<file path="src/lgsc_pkg.sv">
// lgsc_pkg: shared constants, types and operation codes for the glyph slot cache
// used by lgsc_store, lgsc_scan and lru_glyph_slot_cache; no dependencies
`timescale 1ns / 1ps

package lgsc_pkg;

	localparam int SLOTS      = 16;
	localparam int STAMP_BITS = 32;
	localparam int IDX_W      = (SLOTS > 1) ? $clog2(SLOTS) : 1;
	localparam int KEY_W      = 16;
	localparam int SIZE_W     = 8;
	localparam int OP_W       = 2;
	localparam int OUT_IDX_W  = 4;

	typedef logic [IDX_W-1:0]      idx_t;
	typedef logic [STAMP_BITS-1:0] stamp_t;
	typedef logic [KEY_W-1:0]      key_t;
	typedef logic [SIZE_W-1:0]     size_t;
	typedef logic [OP_W-1:0]       op_t;

	localparam op_t OP_GET      = 2'd0;
	localparam op_t OP_PRECACHE = 2'd1;
	localparam op_t OP_UNCACHE  = 2'd2;
	localparam op_t OP_QUERY    = 2'd3;

	localparam stamp_t STAMP_MAX  = '1;
	localparam stamp_t STAMP_INIT = STAMP_BITS'(1);
	localparam idx_t   LAST_IDX   = IDX_W'(SLOTS - 1);

	typedef struct packed {
		stamp_t stamp;
		key_t   key;
		size_t  width;
		size_t  height;
	} entry_t;

	typedef struct packed {
		logic   stamp_we;
		logic   fill_we;
		idx_t   addr;
		stamp_t stamp;
		key_t   key;
		size_t  width;
		size_t  height;
	} wr_t;

	typedef struct packed {
		logic hit;
		idx_t hit_idx;
		idx_t vic_idx;
	} scan_t;

endpackage

</file>
<file path="src/lru_glyph_slot_cache.sv">
// lru_glyph_slot_cache: fully associative lru cache of character codes with glyph sizes
// depends on lgsc_pkg, lgsc_store and lgsc_scan
`timescale 1ns / 1ps

// A transaction goes through a scan and an update before its result is loaded: the
// compare unit visits one slot per cycle looking for the key and the least recently
// used victim, then the update is applied once the output register can take the result.
// in_stall stays high from acceptance until the update is done, so a new transaction is
// not accepted before the last one is through; the result sits in an output register, so
// the next transaction is accepted while it waits to be taken.

module lru_glyph_slot_cache (
	input  logic       clk,
	input  logic       arst_n,
	input  logic       in_valid,
	output logic       in_stall,
	input  logic [1:0] operation,
	input  logic [15:0] char_code,
	input  logic       fill_ok,
	input  logic [7:0] fill_width,
	input  logic [7:0] fill_height,
	output logic       out_valid,
	input  logic       out_stall,
	output logic       success,
	output logic       was_hit,
	output logic [3:0] slot_index,
	output logic       evicted_valid,
	output logic [15:0] evicted_char,
	output logic [7:0] char_width,
	output logic [7:0] char_height
);

	localparam logic [1:0] ST_IDLE = 2'd0;
	localparam logic [1:0] ST_SCAN = 2'd1;
	localparam logic [1:0] ST_UPD  = 2'd2;

	logic [1:0] state_q;
	lgsc_pkg::idx_t   cnt_q;
	lgsc_pkg::stamp_t counter_q;

	lgsc_pkg::op_t   op_q;
	lgsc_pkg::key_t  key_q;
	logic            fill_ok_q;
	lgsc_pkg::size_t fill_w_q;
	lgsc_pkg::size_t fill_h_q;

	logic            out_valid_q;
	logic            success_q;
	logic            was_hit_q;
	logic [3:0]      slot_index_q;
	logic            evicted_valid_q;
	lgsc_pkg::key_t  evicted_char_q;
	lgsc_pkg::size_t char_width_q;
	lgsc_pkg::size_t char_height_q;

	lgsc_pkg::idx_t   rd_addr;
	lgsc_pkg::entry_t ent;
	lgsc_pkg::wr_t    wr;
	lgsc_pkg::scan_t  scan;
	lgsc_pkg::idx_t   sel_idx;

	logic in_fire;
	logic upd_fire;
	logic bump;

	logic            n_success;
	logic            n_hit;
	lgsc_pkg::idx_t  n_slot;
	logic            n_ev_valid;
	lgsc_pkg::key_t  n_ev_char;
	lgsc_pkg::size_t n_cw;
	lgsc_pkg::size_t n_ch;

	assign in_stall = (state_q != ST_IDLE);
	assign in_fire  = in_valid && !in_stall;
	assign upd_fire = (state_q == ST_UPD) && (!out_valid_q || !out_stall);
	assign sel_idx  = scan.hit ? scan.hit_idx : scan.vic_idx;
	assign rd_addr  = (state_q == ST_SCAN) ? cnt_q : sel_idx;

	lgsc_store u_store (
		.clk     (clk),
		.arst_n  (arst_n),
		.rd_addr (rd_addr),
		.rd_data (ent),
		.wr      (wr)
	);

	lgsc_scan u_scan (
		.clk    (clk),
		.arst_n (arst_n),
		.step   (state_q == ST_SCAN),
		.first  (cnt_q == '0),
		.idx    (cnt_q),
		.key    (key_q),
		.ent    (ent),
		.res    (scan)
	);

	// update decision for the selected slot
	always_comb begin
		n_success  = 1'b0;
		n_hit      = 1'b0;
		n_slot     = '0;
		n_ev_valid = 1'b0;
		n_ev_char  = '0;
		n_cw       = '0;
		n_ch       = '0;
		bump       = 1'b0;
		wr.stamp_we = 1'b0;
		wr.fill_we  = 1'b0;
		wr.addr     = sel_idx;
		wr.stamp    = counter_q;
		wr.key      = key_q;
		wr.width    = fill_w_q;
		wr.height   = fill_h_q;
		if (scan.hit) begin
			n_success = 1'b1;
			n_hit     = 1'b1;
			n_slot    = sel_idx;
			case (op_q)
				lgsc_pkg::OP_GET: begin
					wr.stamp_we = 1'b1;
					bump        = 1'b1;
					n_cw        = ent.width;
					n_ch        = ent.height;
				end
				lgsc_pkg::OP_PRECACHE: begin
					wr.stamp_we = 1'b1;
				end
				lgsc_pkg::OP_UNCACHE: begin
					wr.stamp_we = 1'b1;
					wr.stamp    = '0;
				end
				default: begin
				end
			endcase
		end else if (op_q == lgsc_pkg::OP_GET || op_q == lgsc_pkg::OP_PRECACHE) begin
			n_slot      = sel_idx;
			wr.stamp_we = 1'b1;
			wr.stamp    = '0;
			if (ent.stamp != '0) begin
				n_ev_valid = 1'b1;
				n_ev_char  = ent.key;
			end
			if (fill_ok_q) begin
				wr.fill_we = 1'b1;
				wr.stamp   = counter_q;
				n_success  = 1'b1;
				if (op_q == lgsc_pkg::OP_GET) begin
					bump = 1'b1;
					n_cw = fill_w_q;
					n_ch = fill_h_q;
				end
			end
		end
		wr.stamp_we = wr.stamp_we && upd_fire;
		wr.fill_we  = wr.fill_we && upd_fire;
	end

	// sequencer
	always_ff @(posedge clk or negedge arst_n) begin
		if (!arst_n) begin
			state_q   <= ST_IDLE;
			cnt_q     <= '0;
			counter_q <= lgsc_pkg::STAMP_INIT;
		end else begin
			case (state_q)
				ST_IDLE: begin
					cnt_q <= '0;
					if (in_fire) begin
						state_q <= ST_SCAN;
					end
				end
				ST_SCAN: begin
					if (cnt_q == lgsc_pkg::LAST_IDX) begin
						state_q <= ST_UPD;
					end else begin
						cnt_q <= cnt_q + 1'b1;
					end
				end
				ST_UPD: begin
					if (upd_fire) begin
						state_q <= ST_IDLE;
						if (bump && counter_q != lgsc_pkg::STAMP_MAX) begin
							counter_q <= counter_q + 1'b1;
						end
					end
				end
				default: begin
					state_q <= ST_IDLE;
				end
			endcase
		end
	end

	always_ff @(posedge clk) begin
		if (in_fire) begin
			op_q      <= operation;
			key_q     <= char_code;
			fill_ok_q <= fill_ok;
			fill_w_q  <= fill_width;
			fill_h_q  <= fill_height;
		end
	end

	// output register
	always_ff @(posedge clk or negedge arst_n) begin
		if (!arst_n) begin
			out_valid_q <= 1'b0;
		end else if (upd_fire) begin
			out_valid_q <= 1'b1;
		end else if (!out_stall) begin
			out_valid_q <= 1'b0;
		end
	end

	always_ff @(posedge clk) begin
		if (upd_fire) begin
			success_q       <= n_success;
			was_hit_q       <= n_hit;
			slot_index_q    <= lgsc_pkg::OUT_IDX_W'(n_slot);
			evicted_valid_q <= n_ev_valid;
			evicted_char_q  <= n_ev_char;
			char_width_q    <= n_cw;
			char_height_q   <= n_ch;
		end
	end

	assign out_valid     = out_valid_q;
	assign success       = success_q;
	assign was_hit       = was_hit_q;
	assign slot_index    = slot_index_q;
	assign evicted_valid = evicted_valid_q;
	assign evicted_char  = evicted_char_q;
	assign char_width    = char_width_q;
	assign char_height   = char_height_q;

endmodule

</file>
<file path="src/lgsc_store.sv">
// lgsc_store: slot storage (stamp, key, glyph size) with one read and one write port
// depends on lgsc_pkg; stamps clear on reset, key and sizes are written on fill only
`timescale 1ns / 1ps

module lgsc_store (
	input  logic            clk,
	input  logic            arst_n,
	input  lgsc_pkg::idx_t  rd_addr,
	output lgsc_pkg::entry_t rd_data,
	input  lgsc_pkg::wr_t   wr
);

	lgsc_pkg::stamp_t stamp_q  [lgsc_pkg::SLOTS];
	lgsc_pkg::key_t   key_q    [lgsc_pkg::SLOTS];
	lgsc_pkg::size_t  width_q  [lgsc_pkg::SLOTS];
	lgsc_pkg::size_t  height_q [lgsc_pkg::SLOTS];

	always_ff @(posedge clk or negedge arst_n) begin
		if (!arst_n) begin
			for (int i = 0; i < lgsc_pkg::SLOTS; i++) begin
				stamp_q[i] <= '0;
			end
		end else if (wr.stamp_we) begin
			stamp_q[wr.addr] <= wr.stamp;
		end
	end

	always_ff @(posedge clk) begin
		if (wr.fill_we) begin
			key_q[wr.addr]    <= wr.key;
			width_q[wr.addr]  <= wr.width;
			height_q[wr.addr] <= wr.height;
		end
	end

	always_comb begin
		rd_data.stamp  = stamp_q[rd_addr];
		rd_data.key    = key_q[rd_addr];
		rd_data.width  = width_q[rd_addr];
		rd_data.height = height_q[rd_addr];
	end

endmodule

</file>
<file path="src/lgsc_scan.sv">
// lgsc_scan: shared compare unit, one slot per cycle, for key match and lru victim
// depends on lgsc_pkg; driven by the sequencer in lru_glyph_slot_cache
`timescale 1ns / 1ps

module lgsc_scan (
	input  logic             clk,
	input  logic             arst_n,
	input  logic             step,
	input  logic             first,
	input  lgsc_pkg::idx_t   idx,
	input  lgsc_pkg::key_t   key,
	input  lgsc_pkg::entry_t ent,
	output lgsc_pkg::scan_t  res
);

	logic             hit_q;
	logic             empty_q;
	lgsc_pkg::idx_t   hit_idx_q;
	lgsc_pkg::idx_t   vic_q;
	lgsc_pkg::stamp_t min_q;

	logic occupied;
	logic match;
	logic less;

	always_comb begin
		occupied = (ent.stamp != '0);
		match    = occupied && (ent.key == key);
		less     = (ent.stamp < min_q);
	end

	always_ff @(posedge clk or negedge arst_n) begin
		if (!arst_n) begin
			hit_q   <= 1'b0;
			empty_q <= 1'b0;
		end else if (step) begin
			if (first) begin
				hit_q   <= match;
				empty_q <= !occupied;
			end else begin
				if (match && !hit_q) begin
					hit_q <= 1'b1;
				end
				if (!empty_q && !occupied) begin
					empty_q <= 1'b1;
				end
			end
		end
	end

	always_ff @(posedge clk) begin
		if (step) begin
			if (first) begin
				hit_idx_q <= idx;
				vic_q     <= idx;
				min_q     <= ent.stamp;
			end else begin
				if (match && !hit_q) begin
					hit_idx_q <= idx;
				end
				if (!empty_q) begin
					if (!occupied) begin
						vic_q <= idx;
					end else if (less) begin
						vic_q <= idx;
						min_q <= ent.stamp;
					end
				end
			end
		end
	end

	assign res.hit     = hit_q;
	assign res.hit_idx = hit_idx_q;
	assign res.vic_idx = vic_q;

endmodule
</file>
<file path="config.mk">
export PLATFORM = sky130hd
export DESIGN_NAME = lru_glyph_slot_cache
export DESIGN_NICKNAME = d
export VERILOG_FILES = /design/src/lgsc_pkg.sv /design/src/lru_glyph_slot_cache.sv /design/src/lgsc_store.sv /design/src/lgsc_scan.sv
export SDC_FILE = /design/constraint.sdc
export NUM_CORES = 2
export LEC_CHECK = 0
export ABC_AREA = 1
export BUFFER_PORTS_ARGS = -buffer_cell sky130_fd_sc_hd__buf_2
export CORE_ASPECT_RATIO = 0.5
export CORE_MARGIN = 8
export CORE_UTILIZATION = 55
export CTS_CLUSTER_DIAMETER = 100
export CTS_CLUSTER_SIZE = 25
export DETAILED_ROUTE_END_ITERATION = 7
export PLACE_DENSITY = 0.73
export SETUP_SLACK_MARGIN = 0.4
export SLEW_MARGIN = 25
export SYNTH_ARGS = -nofsm -noshare
export SYNTH_HDL_FRONTEND = slang
export SYNTH_SLANG_ARGS = --single-unit
export TNS_END_PERCENT = 100
</file>
<file path="constraint.sdc">
create_clock -name clk -period 5.7 [get_ports clk]
set_clock_uncertainty 0.15 [all_clocks]
set_input_delay 0.57 -clock clk [delete_from_list [all_inputs] [get_ports clk]]
set_output_delay 0.57 -clock clk [all_outputs]
set_load 0.005 [all_outputs]
</file>
# Word-level counts from Yosys, hierarchy flattened
# Memories as Yosys holds them, arrays and structs flattened.
# Index checks and enable logic that the tools add are counted.
word_totals:
  reg_bits: 667
  latchBits: 0
  ram_bits: 512
  romBits: 0
  out_inout_bits: 41
  elab_cells: 161
  mem_count: 3
op_classes:
  n_addsub: 2
  n_mul: 0
  div: 0
  order_cmp: 4
  n_eq_ne: 14
  shift: 0
  mux: 60
  bitwise: 4
  n_reduce_logical: 37
mem_list:
  columns: ["name", "depth", "word_bits", "rd", "rd_clocked_by_memory_dff", "write_ports", "line_no", "rtl"]
  rows:
  - ["u_store.key_q", 16, 16, 1, 0, 1, "lgsc_store.sv:14", "lgsc_pkg::key_t key_q [lgsc_pkg::SLOTS];"]
  - ["u_store.height_q", 16, 8, 1, 0, 1, "lgsc_store.sv:16", "lgsc_pkg::size_t height_q [lgsc_pkg::SLOTS];"]
  - ["u_store.width_q", 16, 8, 1, 0, 1, "lgsc_store.sv:15", "lgsc_pkg::size_t width_q [lgsc_pkg::SLOTS];"]
ops:
  columns: ["cell", "n"]
  rows:
  - ["512-bit bitwise mux", 1]
  - ["32-bit two-way mux", 11]
  - ["32-bit binary-select mux with 4-bit select", 1]
  - ["32-bit demux with 4-bit select", 1]
  - ["8-bit two-way mux", 10]
  - ["4-bit two-way mux", 11]
  - ["32-bit by 1-bit adder with 32-bit output (second input constant)", 1]
  - ["32-bit < comparator", 1]
  - ["32-bit inequality test (second input constant)", 1]
  - ["32-bit nonzero test", 1]
  - ["1-bit two-way mux", 19]
  - ["16-bit == test", 1]
  - ["2-bit nonzero test", 6]
  - ["5-bit >= comparator (second input constant)", 2]
  - ["4-bit NOT with 5-bit output", 2]
  - ["1-bit logical AND", 9]
  - ["3-bit AND reduction", 3]
  - ["2-bit two-way mux", 4]
  - ["2-bit inequality test (second input constant)", 4]
  - ["4-bit one-hot mux with 2 select lines", 1]
  - ["1-bit zero test", 6]
  - ["2-bit one-hot mux with 3 select lines", 1]
  - ["2-bit AND reduction", 3]
  - ["3-bit OR reduction", 2]
  - ["other kinds (13)", 19]

# Logic depth before layout (Yosys ltp)
logic_depth:
  ltp_word: 11
  depth_mapped: 28

# Modules after synthesis
# Synthesis repeated with hierarchy kept, for this count alone.
hier_totals:
  hier_cells: 6299
  hier_area_um2: 54773.8
modules_own_cells:
  columns: ["module", "n_inst", "cells_per_inst", "area_each_um2", "seq_area_each_um2"]
  rows:
  - ["lgsc_store", 1, 5362, 46573.4, 28187.0]
  - ["lru_glyph_slot_cache", 1, 667, 5694.2, 3199.3]
  - ["lgsc_scan", 1, 270, 2506.2, 1251.2]

# Worst setup path after synthesis
# Ideal clock, no wire load.
synth_path:
  path_type: "input to register"
  from: "input out_stall"
  to: "memory u_store.height_q[12][0] (netlist bit) (enable)"
  arrival_time_ps: 4435
  t_required_ps: 5089
  path_slack_ps: 654
  cell_stages: 6
  path_buffers: 1
  cell_sequence: "nand2_1 nand3_1 inv_1 nand2_1 clkbuf_1 nor3_1"
synth_via:
  elab_chain_len: 6
synth_lines:
  columns: ["element", "line_no", "rtl"]
  rows:
  - ["start, declared", "lru_glyph_slot_cache.sv:23", "input logic out_stall,"]
  - ["1-bit zero test", null, null]
  - ["1-bit logical OR", "lru_glyph_slot_cache.sv:76", "assign upd_fire = (state_q == ST_UPD) && (!out_valid_q || !out_stall);"]
  - ["1-bit logical AND", "lru_glyph_slot_cache.sv:76", null]
  - ["named net upd_fire", "lru_glyph_slot_cache.sv:63", "logic upd_fire;"]
  - ["1-bit logical AND", "lru_glyph_slot_cache.sv:157", "wr.fill_we = wr.fill_we && upd_fire;"]
  - ["1-bit two-way mux", "lgsc_store.sv:29", "if (wr.fill_we) begin"]
  - ["1-bit two-way mux (implied by the code)", "lgsc_store.sv:32", "height_q[wr.addr] <= wr.height;"]
  - ["end, declared", "lgsc_store.sv:16", null]
# The timed path passes the listed nets, and every way through them passes these cells.

# Final worst setup path
layout_path:
  from: "register u_scan.hit_q"
  to: "register u_scan.hit_idx_q[0] (enable)"
layout_via:
  elab_chain_len: 11
layout_lines:
  columns: ["element", "line_no", "rtl"]
  rows:
  - ["start, declared", "lgsc_scan.sv:16", "logic hit_q;"]
  - ["start signal, assigned", "lgsc_scan.sv:38", "hit_q <= match;"]
  - ["4-bit two-way mux", "lru_glyph_slot_cache.sv:77", "assign sel_idx = scan.hit ? scan.hit_idx : scan.vic_idx;"]
  - ["4-bit two-way mux", "lru_glyph_slot_cache.sv:78", "assign rd_addr = (state_q == ST_SCAN) ? cnt_q : sel_idx;"]
  - ["4-bit NOT with 5-bit output (implied by the code)", "lgsc_store.sv:37", "rd_data.stamp = stamp_q[rd_addr];"]
  - ["32-bit binary-select mux with 4-bit select", "lgsc_store.sv:37", null]
  - ["32-bit two-way mux (implied by the code) (2 in a row)", "lgsc_store.sv:37", null]
  - ["32-bit nonzero test", "lgsc_scan.sv:27", "occupied = (ent.stamp != '0);"]
  - ["1-bit logical AND", "lgsc_scan.sv:28", "match = occupied && (ent.key == key);"]
  - ["1-bit logical AND *", "lgsc_scan.sv:58", "if (match && !hit_q) begin"]
  - ["2-bit nonzero test (no source line) *", null, null]
  - ["2-bit AND reduction (no source line) *", null, null]
  - ["end signal, assigned", "lgsc_scan.sv:54", "hit_idx_q <= idx;"]
  - ["end signal, assigned", "lgsc_scan.sv:59", "hit_idx_q <= idx;"]
  - ["end, declared", "lgsc_scan.sv:18", "lgsc_pkg::idx_t hit_idx_q;"]
# Every way passes the cells marked *; elsewhere a longest branch is shown, timed or not. The select of a mux whose other input is x is not followed.
# A chain may end at the register's enable or synchronous reset.

==> run metrics <==
outcome=complete, no violations; Final Slew Violations=0; Initial DRC Count=4616; Final Cycle Share=89.9%; CP endpoint=u_scan.hit_idx_q[0]; Setup CP Type=flop to flop; Hold Path Depth=3; drt wl/cell=21.5 µm; max-cap violations=0; Inserted Diodes=0; Sink Count=1179; Setup Fix Bufs, Post-CTS=0; VDD IR max=0.408 mV; root buffer cell=clkbuf_16; largest net degree at the start of global routing=195; slack of the critical path=0.574 ns; CTS tree=yes; Fillers=7432; die width=443 µm; Multi-input gate area=15600 µm²; Max Fclk=0.195 GHz; nets=4946; Final Hold Slack=0.0819 ns; Setup crit start kind=flop; fin crit period=5.13 ns; CP Max Fanout=56; DR vias=37.0k; Leak=20.6 nW; Worst-Skew Late Latency=0.70 ns; crit end category=flop; GRT Resource Usage Total=24.9%; Power Density=494 nW/µm²; Mean Syn Cell Area=10.1 µm²; Mapped Nets=5030; Rows=78; detailed-route wire length=131 mm; Final Setup Violations=0; cell taking the most area after synthesis=edfxtp_1; dpl ws=0.345 ns; chip height=230 µm; synth top area cells=edfxtp_1 (37%), dfrtp_1 (27%), nand2_1 (9.4%), o21ai_0 (7.8%), nand3_1 (5.3%); register area=32600 µm²; Post-synth EDFFs=626; Crit. Startpoint=u_scan.hit_q; H-tree Lvls=2; Final Wtd Congestion=0.889; IO Port Bufs=79; Final Hold Fails=0; DRC=0; RSZ-0062 raised after global routing=no; Async S/R FF share, synth=46.9%; Post-Syn Instances=4957; measured slew at the worst slew-check pin=1.07 ns; starting density of the core=55.5%; most common flop cell mapped by yosys=edfxtp_1; most frequent cells in the layout=nand2_1 (1256), o21ai_0 (781), edfxtp_1 (626); flop2flop setup slack=0.57 ns; Post-DP Area=51700 µm²; Core Area=90600 µm²; vias in the first global route=35.3k; initial antenna violation count=0; post-synth top area share=37.4%; RR Startpoint=u_scan.hit_q; global-route wire length before repair=203 mm; Ports=80; Worst EP arrival=5.36 ns; setup TNS=0 ns; RR Endpoint=u_scan.hit_idx_q[0]; share of layout cells above drive strength 1=6.20%; most common cell after layout, fill and taps aside=nand2_1; DRT Pass-1 Iters=6; post-detail-place hpwl=71.9 mm; grt ovf=0; slew margin rel.=28.7%; Vias per Instance=6.05; die area=102000 µm²; mapped cell area=50200 µm²; design area=53700 µm²; Unique masters post-synth=46; Max Root-Sink Buffers=3; Seq/Total Area, Yosys=65.0%; Synth Warn #=0; flops & latches, synth=1179; Worst-path clk slew=0.10 ns; CTS Buf Count=53; area grow syn2layout=6.80%; reg2reg path depth=16; worst hold path class=primary input to flop; Critical Path RT=5.93 ns; antenna-violating nets left=0
## synthesized netlist by cell type (all sizes together), types with 25 or more instances
| library cell | number |
|---|---|
| nand2 | 1267 |
| o21ai | 810 |
| edfxtp | 626 |
| dfrtp | 552 |
| nand3 | 533 |
| nor2 | 294 |
| clkbuf | 192 |
| inv | 163 |
| buf | 156 |
| o211ai | 63 |
| o22ai | 50 |
| a21oi | 48 |
| nor3 | 37 |
| ha | 34 |
| nand4 | 25 |
| o221ai | 25 |
## worst min path at each step
stage                    startpoint                   end  slack [ns]
6_report                   in_valid            state_q[0]        0.08
5_1_grt                    in_valid            state_q[0]        0.09
4_1_cts                    in_valid            state_q[0]        0.04
3_5_place_dp   u_store.stamp_q[254]  u_store.stamp_q[254]        0.32
3_3_place_gp    u_store.stamp_q[47]   u_store.stamp_q[47]        0.32
2_1_floorplan                arst_n              cnt_q[0]        0.12
## layout make-up
cell class,count,area share [%]
timing repair buffer,209,3.27
clock inverter,4,0.180
multi-input combinational,3266,29.1
sequential,1179,60.8
clock buffer,85,2.70
inverter,164,1.16
tap,1200,2.80
## layer usage
| layer | vias to the layer above | part of all wire, % | GRT usage, % | wire length, µm |
|---|---|---|---|---|
| met1 | 18169 | 42 | 35.4 | 55200 |
| met2 | 1723 | 46 | 39.9 | 61000 |
| met5 | - | 0 | 0 | 0 |
| met3 | 250 | 8.9 | 3.76 | 11600 |
| li1 | 16814 | - | - | - |
| met4 | 0 | 2.7 | 7.33 | 3580 |
## stage by stage
stage	cells	util, %	total power, mW
global route	6107	59.2	28.0
floorplan	4957	-	18.4
detailed placement	5980	57.1	21.9
global placement	5979	57.0	21.6
CTS	6106	59.2	26.3
finish	6107	59.2	26.5
## report_power, final
part / leakage [nW] / switching, mW / internal (mW)
logic: 6.57 / 8.14 / 3.51
registers: 13.3 / 0.433 / 9.97
clock network: 0.730 / 2.66 / 1.78
total: 20.6 / 11.2 / 15.3
## flip-flops by register name, indices dropped and copies added, names as in the netlist, 16 cells and up
| register | count |
|---|---|
| u_store.key_q | 256 |
| u_store.height_q | 128 |
| counter_q | 32 |
| evicted_char | 16 |
| u_scan.min_q | 32 |
| u_store.stamp_q | 512 |
| key_q | 16 |
| u_store.width_q | 128 |
## worst max-delay path: stages, from the launching register on
cell and delay, ns:
dfrtp_1 0.51, inv_2 0.25, or2_1 0.19, o21ai_4 0.13, o21ai_4 0.60, buf_12 0.33
buf_4 0.71, o221ai_1 0.29, nand3_1 0.20, nand2_1 0.09, nand2_1 0.06, nand2_1 0.05
nor2_1 0.16, nand3_1 0.31, a21oi_2 0.42, nand3_1 0.14, nand2_1 0.20
## kinds of logic (layout without fill, tap and decap cells)
logic type	Yosys count	after routing	synth area share, %
simple gates	2171	2171	18.0
buf+inv	512	462	4.45
xor+xnor	35	35	0.610
fa+ha+maj	34	34	0.847
flops	1179	1179	65.0
compound gates	1026	1026	11.1
## repair_timing
action	CTS	global route
gates resized for setup	1	5
endpoints found under the hold margin	146	0
endpoints found under the setup margin	4	4
hold buffers	37	0
(Power assumes the default switching activity.)
